[src/rtl/glac_pkg.sv]
// shared types and constants of the grid level accumulator
// no dependencies
`timescale 1ns / 1ps

package glac_pkg;

  localparam int unsigned LEVEL_W    = 17;
  localparam int unsigned ALPHA_W    = 8;
  localparam int unsigned WORLD_W    = 20;
  localparam int unsigned TPU_W      = 24;
  localparam int unsigned GRID_W     = 7;
  localparam int unsigned DIM_W      = 9;                 // holds a dimension up to 256
  localparam int unsigned PROD_W     = WORLD_W + TPU_W;
  localparam int unsigned TILE_W     = PROD_W - TPU_W;    // integer part of world * scale
  localparam int unsigned SQ_W       = 2 * TILE_W;
  localparam int unsigned CFG_IDX_W  = 2;
  localparam int unsigned CFG_DATA_W = 24;

  localparam logic [LEVEL_W-1:0] FULL_LEVEL = 17'h10000;
  localparam logic [ALPHA_W-1:0] ALPHA_CAP  = 8'd200;

  localparam logic [LEVEL_W-1:0] RATE_RST   = 17'd655;
  localparam logic [GRID_W-1:0]  WIDTH_RST  = 7'd64;
  localparam logic [GRID_W-1:0]  HEIGHT_RST = 7'd64;
  localparam logic [TPU_W-1:0]   TPU_RST    = 24'd65536;

  typedef enum logic [1:0] {
    ACT_TICK   = 2'd0,
    ACT_PATROL = 2'd1,
    ACT_QUERY  = 2'd2
  } action_t;

  typedef enum logic [CFG_IDX_W-1:0] {
    CFG_RATE   = 2'd0,
    CFG_WIDTH  = 2'd1,
    CFG_HEIGHT = 2'd2,
    CFG_TPU    = 2'd3
  } cfg_idx_t;

  typedef enum logic [1:0] {
    SC_X = 2'd0,
    SC_Y = 2'd1,
    SC_R = 2'd2
  } scale_step_t;

  typedef enum logic [3:0] {
    ST_CLEAR,
    ST_IDLE,
    ST_SCALE,
    ST_SQUARE,
    ST_SWEEP,
    ST_DRAIN,
    ST_QADDR,
    ST_QREAD,
    ST_QDATA,
    ST_DONE
  } state_t;

  typedef struct packed {
    logic [1:0]         action;
    logic [WORLD_W-1:0] pos_x;
    logic [WORLD_W-1:0] pos_y;
    logic [WORLD_W-1:0] radius;
  } in_item_t;

  typedef struct packed {
    logic [LEVEL_W-1:0] level;
    logic [ALPHA_W-1:0] alpha;
    logic               out_of_range;
    logic               done_res;
  } out_item_t;

  typedef struct packed {
    logic [LEVEL_W-1:0] rate_per_tick;
    logic [GRID_W-1:0]  grid_width;
    logic [GRID_W-1:0]  grid_height;
    logic [TPU_W-1:0]   tiles_per_unit;
  } cfg_t;

  typedef struct packed {
    logic idle;
    logic res_valid;
  } eng_stat_t;

endpackage

[src/rtl/glac_engine.sv]
// sequencer and datapath: clearing pass, tick and patrol sweeps, tile query
// uses glac_pkg; drives the tile ram ports
`timescale 1ns / 1ps

module glac_engine #(
  parameter int unsigned MAX_WIDTH  = 64,
  parameter int unsigned MAX_HEIGHT = 64,
  parameter int unsigned DEPTH      = 4096,
  parameter int unsigned AW         = 12
) (
  input  logic                          clk,
  input  logic                          rst_n,
  input  glac_pkg::cfg_t                cfg,
  input  logic                          item_take,
  input  glac_pkg::in_item_t            item,
  input  logic                          res_ready,
  output glac_pkg::eng_stat_t           stat,
  output glac_pkg::out_item_t           res,
  output logic                          rd_en,
  output logic [AW-1:0]                 rd_addr,
  input  logic [glac_pkg::LEVEL_W-1:0]  rd_data,
  output logic                          wr_en,
  output logic [AW-1:0]                 wr_addr,
  output logic [glac_pkg::LEVEL_W-1:0]  wr_data
);

  localparam int unsigned DIM_W  = glac_pkg::DIM_W;
  localparam int unsigned TILE_W = glac_pkg::TILE_W;
  localparam int unsigned SQ_W   = glac_pkg::SQ_W;
  localparam int unsigned PROD_W = glac_pkg::PROD_W;
  localparam int unsigned TPU_W  = glac_pkg::TPU_W;
  localparam int unsigned LVL_W  = glac_pkg::LEVEL_W;
  localparam int unsigned LIN_W  = 2 * DIM_W;
  localparam logic [DIM_W-1:0] MAX_W_D   = DIM_W'(MAX_WIDTH);
  localparam logic [DIM_W-1:0] MAX_H_D   = DIM_W'(MAX_HEIGHT);
  localparam logic [AW-1:0]    ROW_STEP  = AW'(MAX_WIDTH);
  localparam logic [AW-1:0]    LAST_ADDR = AW'(DEPTH - 1);

  glac_pkg::state_t      state_r, state_nxt;
  glac_pkg::scale_step_t step_r;
  glac_pkg::in_item_t    item_r;
  glac_pkg::out_item_t   res_r;

  logic [AW-1:0]     clr_addr_r;
  logic [DIM_W-1:0]  x_r, y_r;
  logic [AW-1:0]     row_base_r;
  logic [TILE_W-1:0] cx_r, cy_r, rt_r;
  logic [SQ_W-1:0]   r2_r;
  logic              p1_valid_r;
  logic [AW-1:0]     p1_addr_r;
  logic [SQ_W-1:0]   p1_dx2_r, p1_dy2_r;
  logic              q_oor_r;
  logic [AW-1:0]     q_addr_r;

  logic [DIM_W-1:0]            used_w, used_h;
  logic                        grid_empty;
  logic                        is_tick, is_patrol;
  logic [glac_pkg::WORLD_W-1:0] mul_src;
  logic [PROD_W-1:0]           prod;
  logic [TILE_W-1:0]           tile_val;
  logic                        scale_last;
  logic [AW-1:0]               sweep_addr;
  logic                        x_last, y_last;
  logic [TILE_W-1:0]           xe, ye, dx, dy;
  logic [SQ_W-1:0]             dx2, dy2;
  logic [LVL_W:0]              sum;
  logic [LVL_W-1:0]            sat;
  logic                        inside_disc;
  logic [LIN_W-1:0]            q_lin;
  logic [LVL_W+7:0]            a_prod;
  logic [8:0]                  a9;
  glac_pkg::out_item_t         q_res;
  glac_pkg::out_item_t         res_idle;

  // grid in use, clipped to the storage size
  assign used_w = (DIM_W'(cfg.grid_width) > MAX_W_D) ? MAX_W_D : DIM_W'(cfg.grid_width);
  assign used_h = (DIM_W'(cfg.grid_height) > MAX_H_D) ? MAX_H_D : DIM_W'(cfg.grid_height);
  assign grid_empty = (used_w == '0) || (used_h == '0);

  assign is_tick   = (item_r.action == glac_pkg::ACT_TICK);
  assign is_patrol = (item_r.action == glac_pkg::ACT_PATROL);

  // shared world-to-tile scaler, one coordinate per cycle
  always_comb begin
    unique case (step_r)
      glac_pkg::SC_X: mul_src = item_r.pos_x;
      glac_pkg::SC_Y: mul_src = item_r.pos_y;
      default:        mul_src = item_r.radius;
    endcase
  end
  assign prod       = PROD_W'(mul_src) * PROD_W'(cfg.tiles_per_unit);
  assign tile_val   = prod[PROD_W-1:TPU_W];
  assign scale_last = (step_r == glac_pkg::SC_R) || (step_r == glac_pkg::SC_Y && !is_patrol);

  // sweep front end: address and squared distances
  assign sweep_addr = row_base_r + AW'(x_r);
  assign x_last     = ((x_r + DIM_W'(1)) == used_w);
  assign y_last     = ((y_r + DIM_W'(1)) == used_h);
  assign xe         = TILE_W'(x_r);
  assign ye         = TILE_W'(y_r);
  assign dx         = (cx_r > xe) ? (cx_r - xe) : (xe - cx_r);
  assign dy         = (cy_r > ye) ? (cy_r - ye) : (ye - cy_r);
  assign dx2        = SQ_W'(dx) * SQ_W'(dx);
  assign dy2        = SQ_W'(dy) * SQ_W'(dy);

  // sweep back end: saturating add or disc test
  assign sum         = {1'b0, rd_data} + {1'b0, cfg.rate_per_tick};
  assign sat         = (sum > {1'b0, glac_pkg::FULL_LEVEL}) ? glac_pkg::FULL_LEVEL
                                                             : sum[LVL_W-1:0];
  assign inside_disc = ({1'b0, p1_dx2_r} + {1'b0, p1_dy2_r}) < {1'b0, r2_r};

  // query address and alpha
  assign q_lin  = LIN_W'(cy_r[DIM_W-1:0]) * LIN_W'(MAX_WIDTH) + LIN_W'(cx_r[DIM_W-1:0]);
  assign a_prod = {rd_data, 8'b0} - {8'b0, rd_data};
  assign a9     = a_prod[LVL_W+7:16];

  always_comb begin
    res_idle              = '0;
    res_idle.done_res     = 1'b1;
    q_res                 = res_idle;
    q_res.out_of_range    = q_oor_r;
    if (!q_oor_r) begin
      q_res.level = rd_data;
      q_res.alpha = (a9 > {1'b0, glac_pkg::ALPHA_CAP}) ? glac_pkg::ALPHA_CAP : a9[7:0];
    end
  end

  always_ff @(posedge clk) begin
    if (!rst_n) begin
      state_r <= glac_pkg::ST_CLEAR;
    end else begin
      state_r <= state_nxt;
    end
  end

  always_comb begin
    state_nxt     = state_r;
    stat.idle      = 1'b0;
    stat.res_valid = 1'b0;
    rd_en         = 1'b0;
    rd_addr       = sweep_addr;
    wr_en         = p1_valid_r && (is_tick || (is_patrol && inside_disc));
    wr_addr       = p1_addr_r;
    wr_data       = is_tick ? sat : '0;
    unique case (state_r)
      glac_pkg::ST_CLEAR: begin
        wr_en   = 1'b1;
        wr_addr = clr_addr_r;
        wr_data = '0;
        if (clr_addr_r == LAST_ADDR) begin
          state_nxt = glac_pkg::ST_IDLE;
        end
      end
      glac_pkg::ST_IDLE: begin
        stat.idle = 1'b1;
        if (item_take) begin
          unique case (item.action)
            glac_pkg::ACT_TICK:   state_nxt = grid_empty ? glac_pkg::ST_DONE
                                                         : glac_pkg::ST_SWEEP;
            glac_pkg::ACT_PATROL: state_nxt = glac_pkg::ST_SCALE;
            glac_pkg::ACT_QUERY:  state_nxt = glac_pkg::ST_SCALE;
            default:              state_nxt = glac_pkg::ST_DONE;
          endcase
        end
      end
      glac_pkg::ST_SCALE: begin
        if (scale_last) begin
          state_nxt = is_patrol ? glac_pkg::ST_SQUARE : glac_pkg::ST_QADDR;
        end
      end
      glac_pkg::ST_SQUARE: begin
        state_nxt = grid_empty ? glac_pkg::ST_DONE : glac_pkg::ST_SWEEP;
      end
      glac_pkg::ST_SWEEP: begin
        rd_en = is_tick;
        if (x_last && y_last) begin
          state_nxt = glac_pkg::ST_DRAIN;
        end
      end
      glac_pkg::ST_DRAIN: begin
        state_nxt = glac_pkg::ST_DONE;
      end
      glac_pkg::ST_QADDR: begin
        state_nxt = glac_pkg::ST_QREAD;
      end
      glac_pkg::ST_QREAD: begin
        rd_en     = !q_oor_r;
        rd_addr   = q_addr_r;
        state_nxt = glac_pkg::ST_QDATA;
      end
      glac_pkg::ST_QDATA: begin
        state_nxt = glac_pkg::ST_DONE;
      end
      glac_pkg::ST_DONE: begin
        stat.res_valid = 1'b1;
        if (res_ready) begin
          state_nxt = glac_pkg::ST_IDLE;
        end
      end
      default: begin
        state_nxt = glac_pkg::ST_IDLE;
      end
    endcase
  end

  assign res = res_r;

  // control counters
  always_ff @(posedge clk) begin
    if (!rst_n) begin
      clr_addr_r <= '0;
      step_r     <= glac_pkg::SC_X;
      x_r        <= '0;
      y_r        <= '0;
      row_base_r <= '0;
      p1_valid_r <= 1'b0;
    end else begin
      p1_valid_r <= (state_r == glac_pkg::ST_SWEEP);
      if (state_r == glac_pkg::ST_CLEAR) begin
        clr_addr_r <= clr_addr_r + AW'(1);
      end
      if (state_r == glac_pkg::ST_IDLE) begin
        step_r     <= glac_pkg::SC_X;
        x_r        <= '0;
        y_r        <= '0;
        row_base_r <= '0;
      end else if (state_r == glac_pkg::ST_SCALE) begin
        unique case (step_r)
          glac_pkg::SC_X: step_r <= glac_pkg::SC_Y;
          glac_pkg::SC_Y: step_r <= glac_pkg::SC_R;
          default:        step_r <= glac_pkg::SC_R;
        endcase
      end else if (state_r == glac_pkg::ST_SWEEP) begin
        if (x_last) begin
          x_r        <= '0;
          y_r        <= y_r + DIM_W'(1);
          row_base_r <= row_base_r + ROW_STEP;
        end else begin
          x_r <= x_r + DIM_W'(1);
        end
      end
    end
  end

  // datapath registers
  always_ff @(posedge clk) begin
    p1_addr_r <= sweep_addr;
    p1_dx2_r  <= dx2;
    p1_dy2_r  <= dy2;
    if (item_take && state_r == glac_pkg::ST_IDLE) begin
      item_r <= item;
      res_r  <= res_idle;
    end
    if (state_r == glac_pkg::ST_SCALE) begin
      unique case (step_r)
        glac_pkg::SC_X: cx_r <= tile_val;
        glac_pkg::SC_Y: cy_r <= tile_val;
        default:        rt_r <= tile_val;
      endcase
    end
    if (state_r == glac_pkg::ST_SQUARE) begin
      r2_r <= SQ_W'(rt_r) * SQ_W'(rt_r);
    end
    if (state_r == glac_pkg::ST_QADDR) begin
      q_oor_r  <= (cx_r >= TILE_W'(used_w)) || (cy_r >= TILE_W'(used_h));
      q_addr_r <= AW'(q_lin);
    end
    if (state_r == glac_pkg::ST_QDATA) begin
      res_r <= q_res;
    end
  end

endmodule

[config.mk]
export PLATFORM = sky130hd
export DESIGN_NAME = glac_engine
export DESIGN_NICKNAME = d
export VERILOG_FILES = /design/src/rtl/glac_pkg.sv /design/src/rtl/glac_engine.sv
export SDC_FILE = /design/constraint.sdc
export NUM_CORES = 2
export LEC_CHECK = 0
export ABC_AREA = 1
export BUFFER_PORTS_ARGS = -buffer_cell sky130_fd_sc_hd__buf_2
export CORE_MARGIN = 5
export CORE_UTILIZATION = 65
export DETAILED_ROUTE_END_ITERATION = 12
export HOLD_SLACK_MARGIN = 0.02
export PLACE_DENSITY = 0.95
export SKIP_CTS_REPAIR_TIMING = 1
export SLEW_MARGIN = 40
export SYNTH_ARGS = -nofsm -noshare
export SYNTH_HDL_FRONTEND = slang
export SYNTH_SLANG_ARGS = --single-unit
[constraint.sdc]
create_clock -name clk -period 10.98 [get_ports clk]
set_clock_uncertainty 0.2 [all_clocks]
set_input_delay 2.196 -clock clk [delete_from_list [all_inputs] [get_ports clk]]
set_output_delay 2.196 -clock clk [all_outputs]
set_load 0.1 [all_outputs]
## Word-level counts from Yosys, hierarchy flattened

Index checks and enable logic that the tools add are counted.

- ROM bits: 0
- Flip-flop bits (word level): 342
- Output and inout bits: 72
- Input bits: 138
- RAM bits: 0
- Latch bits: 0
- Memories kept: 0

- Shift-type cells: 0
- Equal/unequal tests: 22
- Reductions and logical operators: 28
- Order comparisons: 9
- Bitwise gates (word level): 3
- $add $sub $neg: 13
- Divide/modulo/power cells: 0
- Multipliers: 4
- Muxes and demuxes: 29

Operator list:

| operator | number |
|---|---|
| $mul A20 B20 Y40 | 3 |
| $mux W27 | 2 |
| $mux W17 | 3 |
| $mul A20 B24 Y44 | 1 |
| $add A40 B40 Y41 | 1 |
| $lt A41 B40 Y1 | 1 |
| $ge A20 B7 Y1 | 2 |
| $gt A20 B9 Y1 | 2 |
| $mux W20 | 2 |
| $pmux W20 S2 | 1 |
| $sub A20 B9 Y20 | 2 |
| $sub A9 B20 Y20 | 2 |
| $pmux W4 S9 | 1 |
| $mux W25 | 1 |
| $sub A25 B17 Y25 | 1 |
| $add A12 B9 Y12 | 2 |
| $mux W12 | 2 |
| $mux W4 | 6 |
| $add A17 B17 Y18 | 1 |
| $add A9 B1 Y9 const B | 2 |
| $eq A9 B7 Y1 | 2 |
| $gt A18 B17 Y1 const B | 1 |
| $logic_not A9 Y1 | 2 |
| $eq A4 B3 Y1 const B | 4 |
| 30 further kinds | 61 |

## Logic depth before layout (Yosys ltp)

- Depth after elaboration: 8
- Gate-level depth with buffers: 41
- Mapped depth without buffers: 40

## Worst setup path after synthesis

OpenSTA, ideal clock, no wires.

- Path kind: input -> register
- From: in cfg[13] (netlist name)
- To: reg cx_r[13], data pin
- Required time: 10.514 ns
- Stages on the path: 27
- Arrival time: 7.761 ns
- Path buffers: 2
- Setup slack: 2.752 ns
- Cell sequence: buf_1 clkbuf_1 nand2_1 fa_1 inv_1 fa_1 inv_1 fa_1 inv_1 fa_1 inv_1 fa_1 inv_1 fa_1 fa_1 ha_1 a21oi_1 inv_1 a31oi_1 o21ai_0 a31oi_1 nand2_1 nand2_1 nand2_1 nand2_1 nand2_1 xor2_1

- Word-level cells in the longest chain between the ends: 1

RTL lines:

| item | line | text |
|---|---|---|
| start, declared | glac_engine.sv:13 | `input glac_pkg::cfg_t cfg,` |
| $mul A20 B24 Y44 | glac_engine.sv:91 | `assign prod = PROD_W'(mul_src) * PROD_W'(cfg.tiles_per_unit);` |
| via prod[37] | glac_engine.sv:59 | `logic [PROD_W-1:0] prod;` |
| end signal, assigned | glac_engine.sv:256 | `glac_pkg::SC_X: cx_r <= tile_val;` |
| end, declared | glac_engine.sv:47 | `logic [TILE_W-1:0] cx_r, cy_r, rt_r;` |

The timed path passes the listed nets, and every way through them passes these cells.
A chain may end at the register's enable or synchronous reset.

## Worst setup path after layout

- From: reg step_r[1]
- To: reg cy_r[11], data pin

- Word-level cells in the longest chain between the ends: 3

RTL lines:

| item | line | text |
|---|---|---|
| start, declared | glac_engine.sv:40 | `glac_pkg::scale_step_t step_r;` |
| start signal, assigned | glac_engine.sv:212 | `step_r <= glac_pkg::SC_X;` |
| start signal, assigned | glac_engine.sv:223 | `step_r <= glac_pkg::SC_X;` |
| start signal, assigned | glac_engine.sv:229 | `glac_pkg::SC_X: step_r <= glac_pkg::SC_Y;` |
| $eq A2 B1 Y1 / $logic_not A2 Y1 (equally long branches) | glac_engine.sv:85 | `unique case (step_r)` |
| $pmux W20 S2 * | glac_engine.sv:85 |  |
| $mul A20 B24 Y44 * | glac_engine.sv:91 |  |
| via prod[35] | glac_engine.sv:59 |  |
| end signal, assigned | glac_engine.sv:257 | `glac_pkg::SC_Y: cy_r <= tile_val;` |
| end, declared | glac_engine.sv:47 |  |

The timed path passes the listed nets; every way through them passes the cells marked *.

==> reports/metrics.yaml <==
outcome:
  run_status: "finished, final reports clean"
placed_design:
  place_congestion: 1.05
  dpl_cell_area_mm2: 0.0722
  io_buffers: 208
  hpwl_mm: 174
  placedCellCount: 9885
power_and_ir_drop:
  irDropWorstVdd_mv: 0.300
  p_switching_mw: 4.22
  p_int_mw: 4.17
  clkPwrFrac_pct: 15.2
  swShare_pct: 50.3
  powerDensity_mw_per_mm2: 114
  p_seq_share_pct: 20.7
  leakagePower_nw: 39.2
  p_total_mw: 8.39
  power_frac_comb_pct: 64.1
sta:
  worst_pin_slew_ps: 892
  rsz0062_at_grt: "no"
  hold_violations: 0
  setup-violations-final: 0
  setup_tns_ps: 0
  slew_viol_final: 0
  slew_headroom_pct: 40.4
  fin_crit_sh_pct: 84.0
  min_period_ps: 9230
  timing.fmax_ghz: 0.108
worst_setup_path:
  crit_buf_inv: 7
  rrSetupSlack_ps: 1750
  critPathKind: "flop to flop"
  cp.arrival_ps: 9340
  worst_ep_required_time_ps: 11100
  reg2reg_depth: 25
  critical_path.endpoint: "cy_r[11]"
  critPathLaunchType: "flop"
  cp-end-kind: "flop"
  cp_slowest_stage_delay_ps: 870
  crit_start: "step_r[1]"
  crit_cells: 25
  worstReg2RegEnd: "cy_r[11]"
  cp_top_family: "adder cells"
  reg2reg_from: "step_r[1]"
  critPathSlowestCell: "clkinv_1"
  path_common_cell: "fa_1"
  critPathMaxFanout: 23
die:
  die_h_um: 338
  fp.dieW_um: 338
  ioPinCount: 210
  die_area_mm2: 0.114
  coreArea_mm2: 0.107
  initial_core_util_pct: 65.3
  num_rows: 120
clock_tree:
  htree_levels: 2
  tritoncts: "built"
  clock-sinks: 333
  clkSlewWorstSetupHoldPaths_ps: 60
  cts_buffers: 37
  cts_buffer_depth: 3
  root_buffer: "clkbuf_16"
  clk_latency_ps: 590
synth:
  ys_ff_latch: 333
  synthCells: 8417
  synth_area_per_cell_um2: 8.29
  syn_nets: 10600
  synthArstFlopShare_pct: 0
  synthFlopType: "edfxtp_1"
  yosysWarnings: 0
  netlist_area_mm2: 0.0698
  yosysSeqAreaShare_pct: 12.4
  synth_edf_count: 200
  yosys.cell_types.count: 67
route:
  vias_per_cell: 5.83
  drt-initial-drc-count: 5868
  wire_per_inst_um: 20.9
  drc: 0
  via_count: 58000
  first_pass_iters: 9
  totalWireLength_mm: 208
  antenna_left: 0
layout:
  finish.instance_area_mm2: 0.0734
  finalNetCount: 10700
  layout-drive-gt1-share_pct: 5.76
  fin_cells: 9956
  area_growth_pct: 5.15
  n_fill_cell: 8075
flow_run:
  drv_cap: 0
global_route:
  grt_pass1_wl_mm: 328
  first_global_vias: 62100
  grtUsageTotal_pct: 36.8
  grt_max_degree: 63
  grt_antenna_before_repair: 9
  grt-ovfl-total: 0
worst_hold_path:
  hold_depth: 0
  hold_path.startpoint: "x_r[5]"
  hold_class: "flop to flop"
==> state kept, by name (all words and copies together), names as in the netlist, 12 cells and up <==
signal and cells:
p1_addr_r 12, p1_dy2_r 39, p1_dx2_r 39, cy_r 20, clr_addr_r 12, rt_r 20, q_addr_r 12, res 26
item_r 62, r2_r 39, cx_r 20
==> how the worst min path moves through the flow <==
stage,end,slack (ps)
floorplan,p1_addr_r[5],170
global placement,p1_addr_r[5],220
detailed placement,p1_addr_r[5],220
CTS,p1_addr_r[5],240
global route,p1_addr_r[5],230
finish,p1_addr_r[5],240
==> per-stage QoR <==
step,hold WS [ps],utilization [%],setup WS [ps]
final,238,68.7,1750
after detailed placement,223,67.5,2100
after global routing,229,68.7,1470
after global placement,221,67.5,2200
after CTS,243,68.6,2090
after floorplan,167,-,2750
==> logic make-up after synthesis <==
family | synth area share [%]
multiplexers | 0.0806
XOR/XNOR | 3.72
buffers and inverters | 12.5
other | 0.00537
AO/OA/AOI/OAI | 6.42
adder cells (fa/ha/maj) | 49.1
AND/OR/NAND/NOR | 15.7
flip-flops | 12.4
==> metal layers <==
| layer | up-vias | GRT usage (%) | part of all wire [%] |
|---|---|---|---|
| li1 | 25600 | - | - |
| met4 | 2 | 22.8 | 8.0 |
| met1 | 28000 | 44.6 | 35 |
| met3 | 1004 | 8.60 | 11 |
| met2 | 3436 | 60.1 | 46 |
| met5 | - | 0 | 0.0063 |
==> power groups by stage <==
stage          logic, mW  clock network, mW  registers [mW]
6_report            5.38               1.27            1.74
5_1_grt             5.91               1.33            1.74
4_1_cts             5.27               1.27            1.74
3_5_place_dp        5.22                  0            1.77
3_3_place_gp        5.10                  0            1.77
2_1_floorplan       3.58                  0            1.76
==> layout make-up <==
type                            count  area [um^2]  share of cell area (%)
Tap cell                         1403         1760                    2.39
Inverter                         2105         7910                    10.8
Clock buffer                       45          966                    1.32
Sequential cell                   333         8670                    11.8
Timing Repair Buffer              262         1470                    2.00
Clock inverter                     23          214                   0.291
Antenna cell                        1         2.50                 0.00341
Multi-Input combinational cell   5784        52400                    71.4
==> Yosys cell counts (all sizes together), types with 9 or more instances <==
master	instances	area (um^2)
ha	764	9560
a31oi	46	288
o21a	35	263
a21oi	373	1870
o211ai	9	67.6
buf	74	399
xnor2	87	762
or2	62	390
nand3	157	813
a21o	21	158
nand2	1450	5550
o21ai	218	1140
dfxtp	133	2660
nor3	59	300
nor4	18	113
o21bai	17	131
fa	1234	24700
nand4	41	269
nor2	889	3410
clkbuf	121	454
nand3b	12	90.1
edfxtp	200	6010
a211oi	17	128
xor2	208	1840
inv	2099	7880
o221ai	11	96.3
a21boi	14	109
==> cells in the final DEF (no fill, tap or decap), drive strengths merged, types with 62 or more instances in the layout <==
master     n
inv     2099
nand2   1450
fa      1234
nor2     889
ha       764
a21oi    373
buf      262
o21ai    218
xor2     208
edfxtp   200
nand3    157
dfxtp    133
xnor2     87
or2       62
Power figures use the tool's default switching activity.
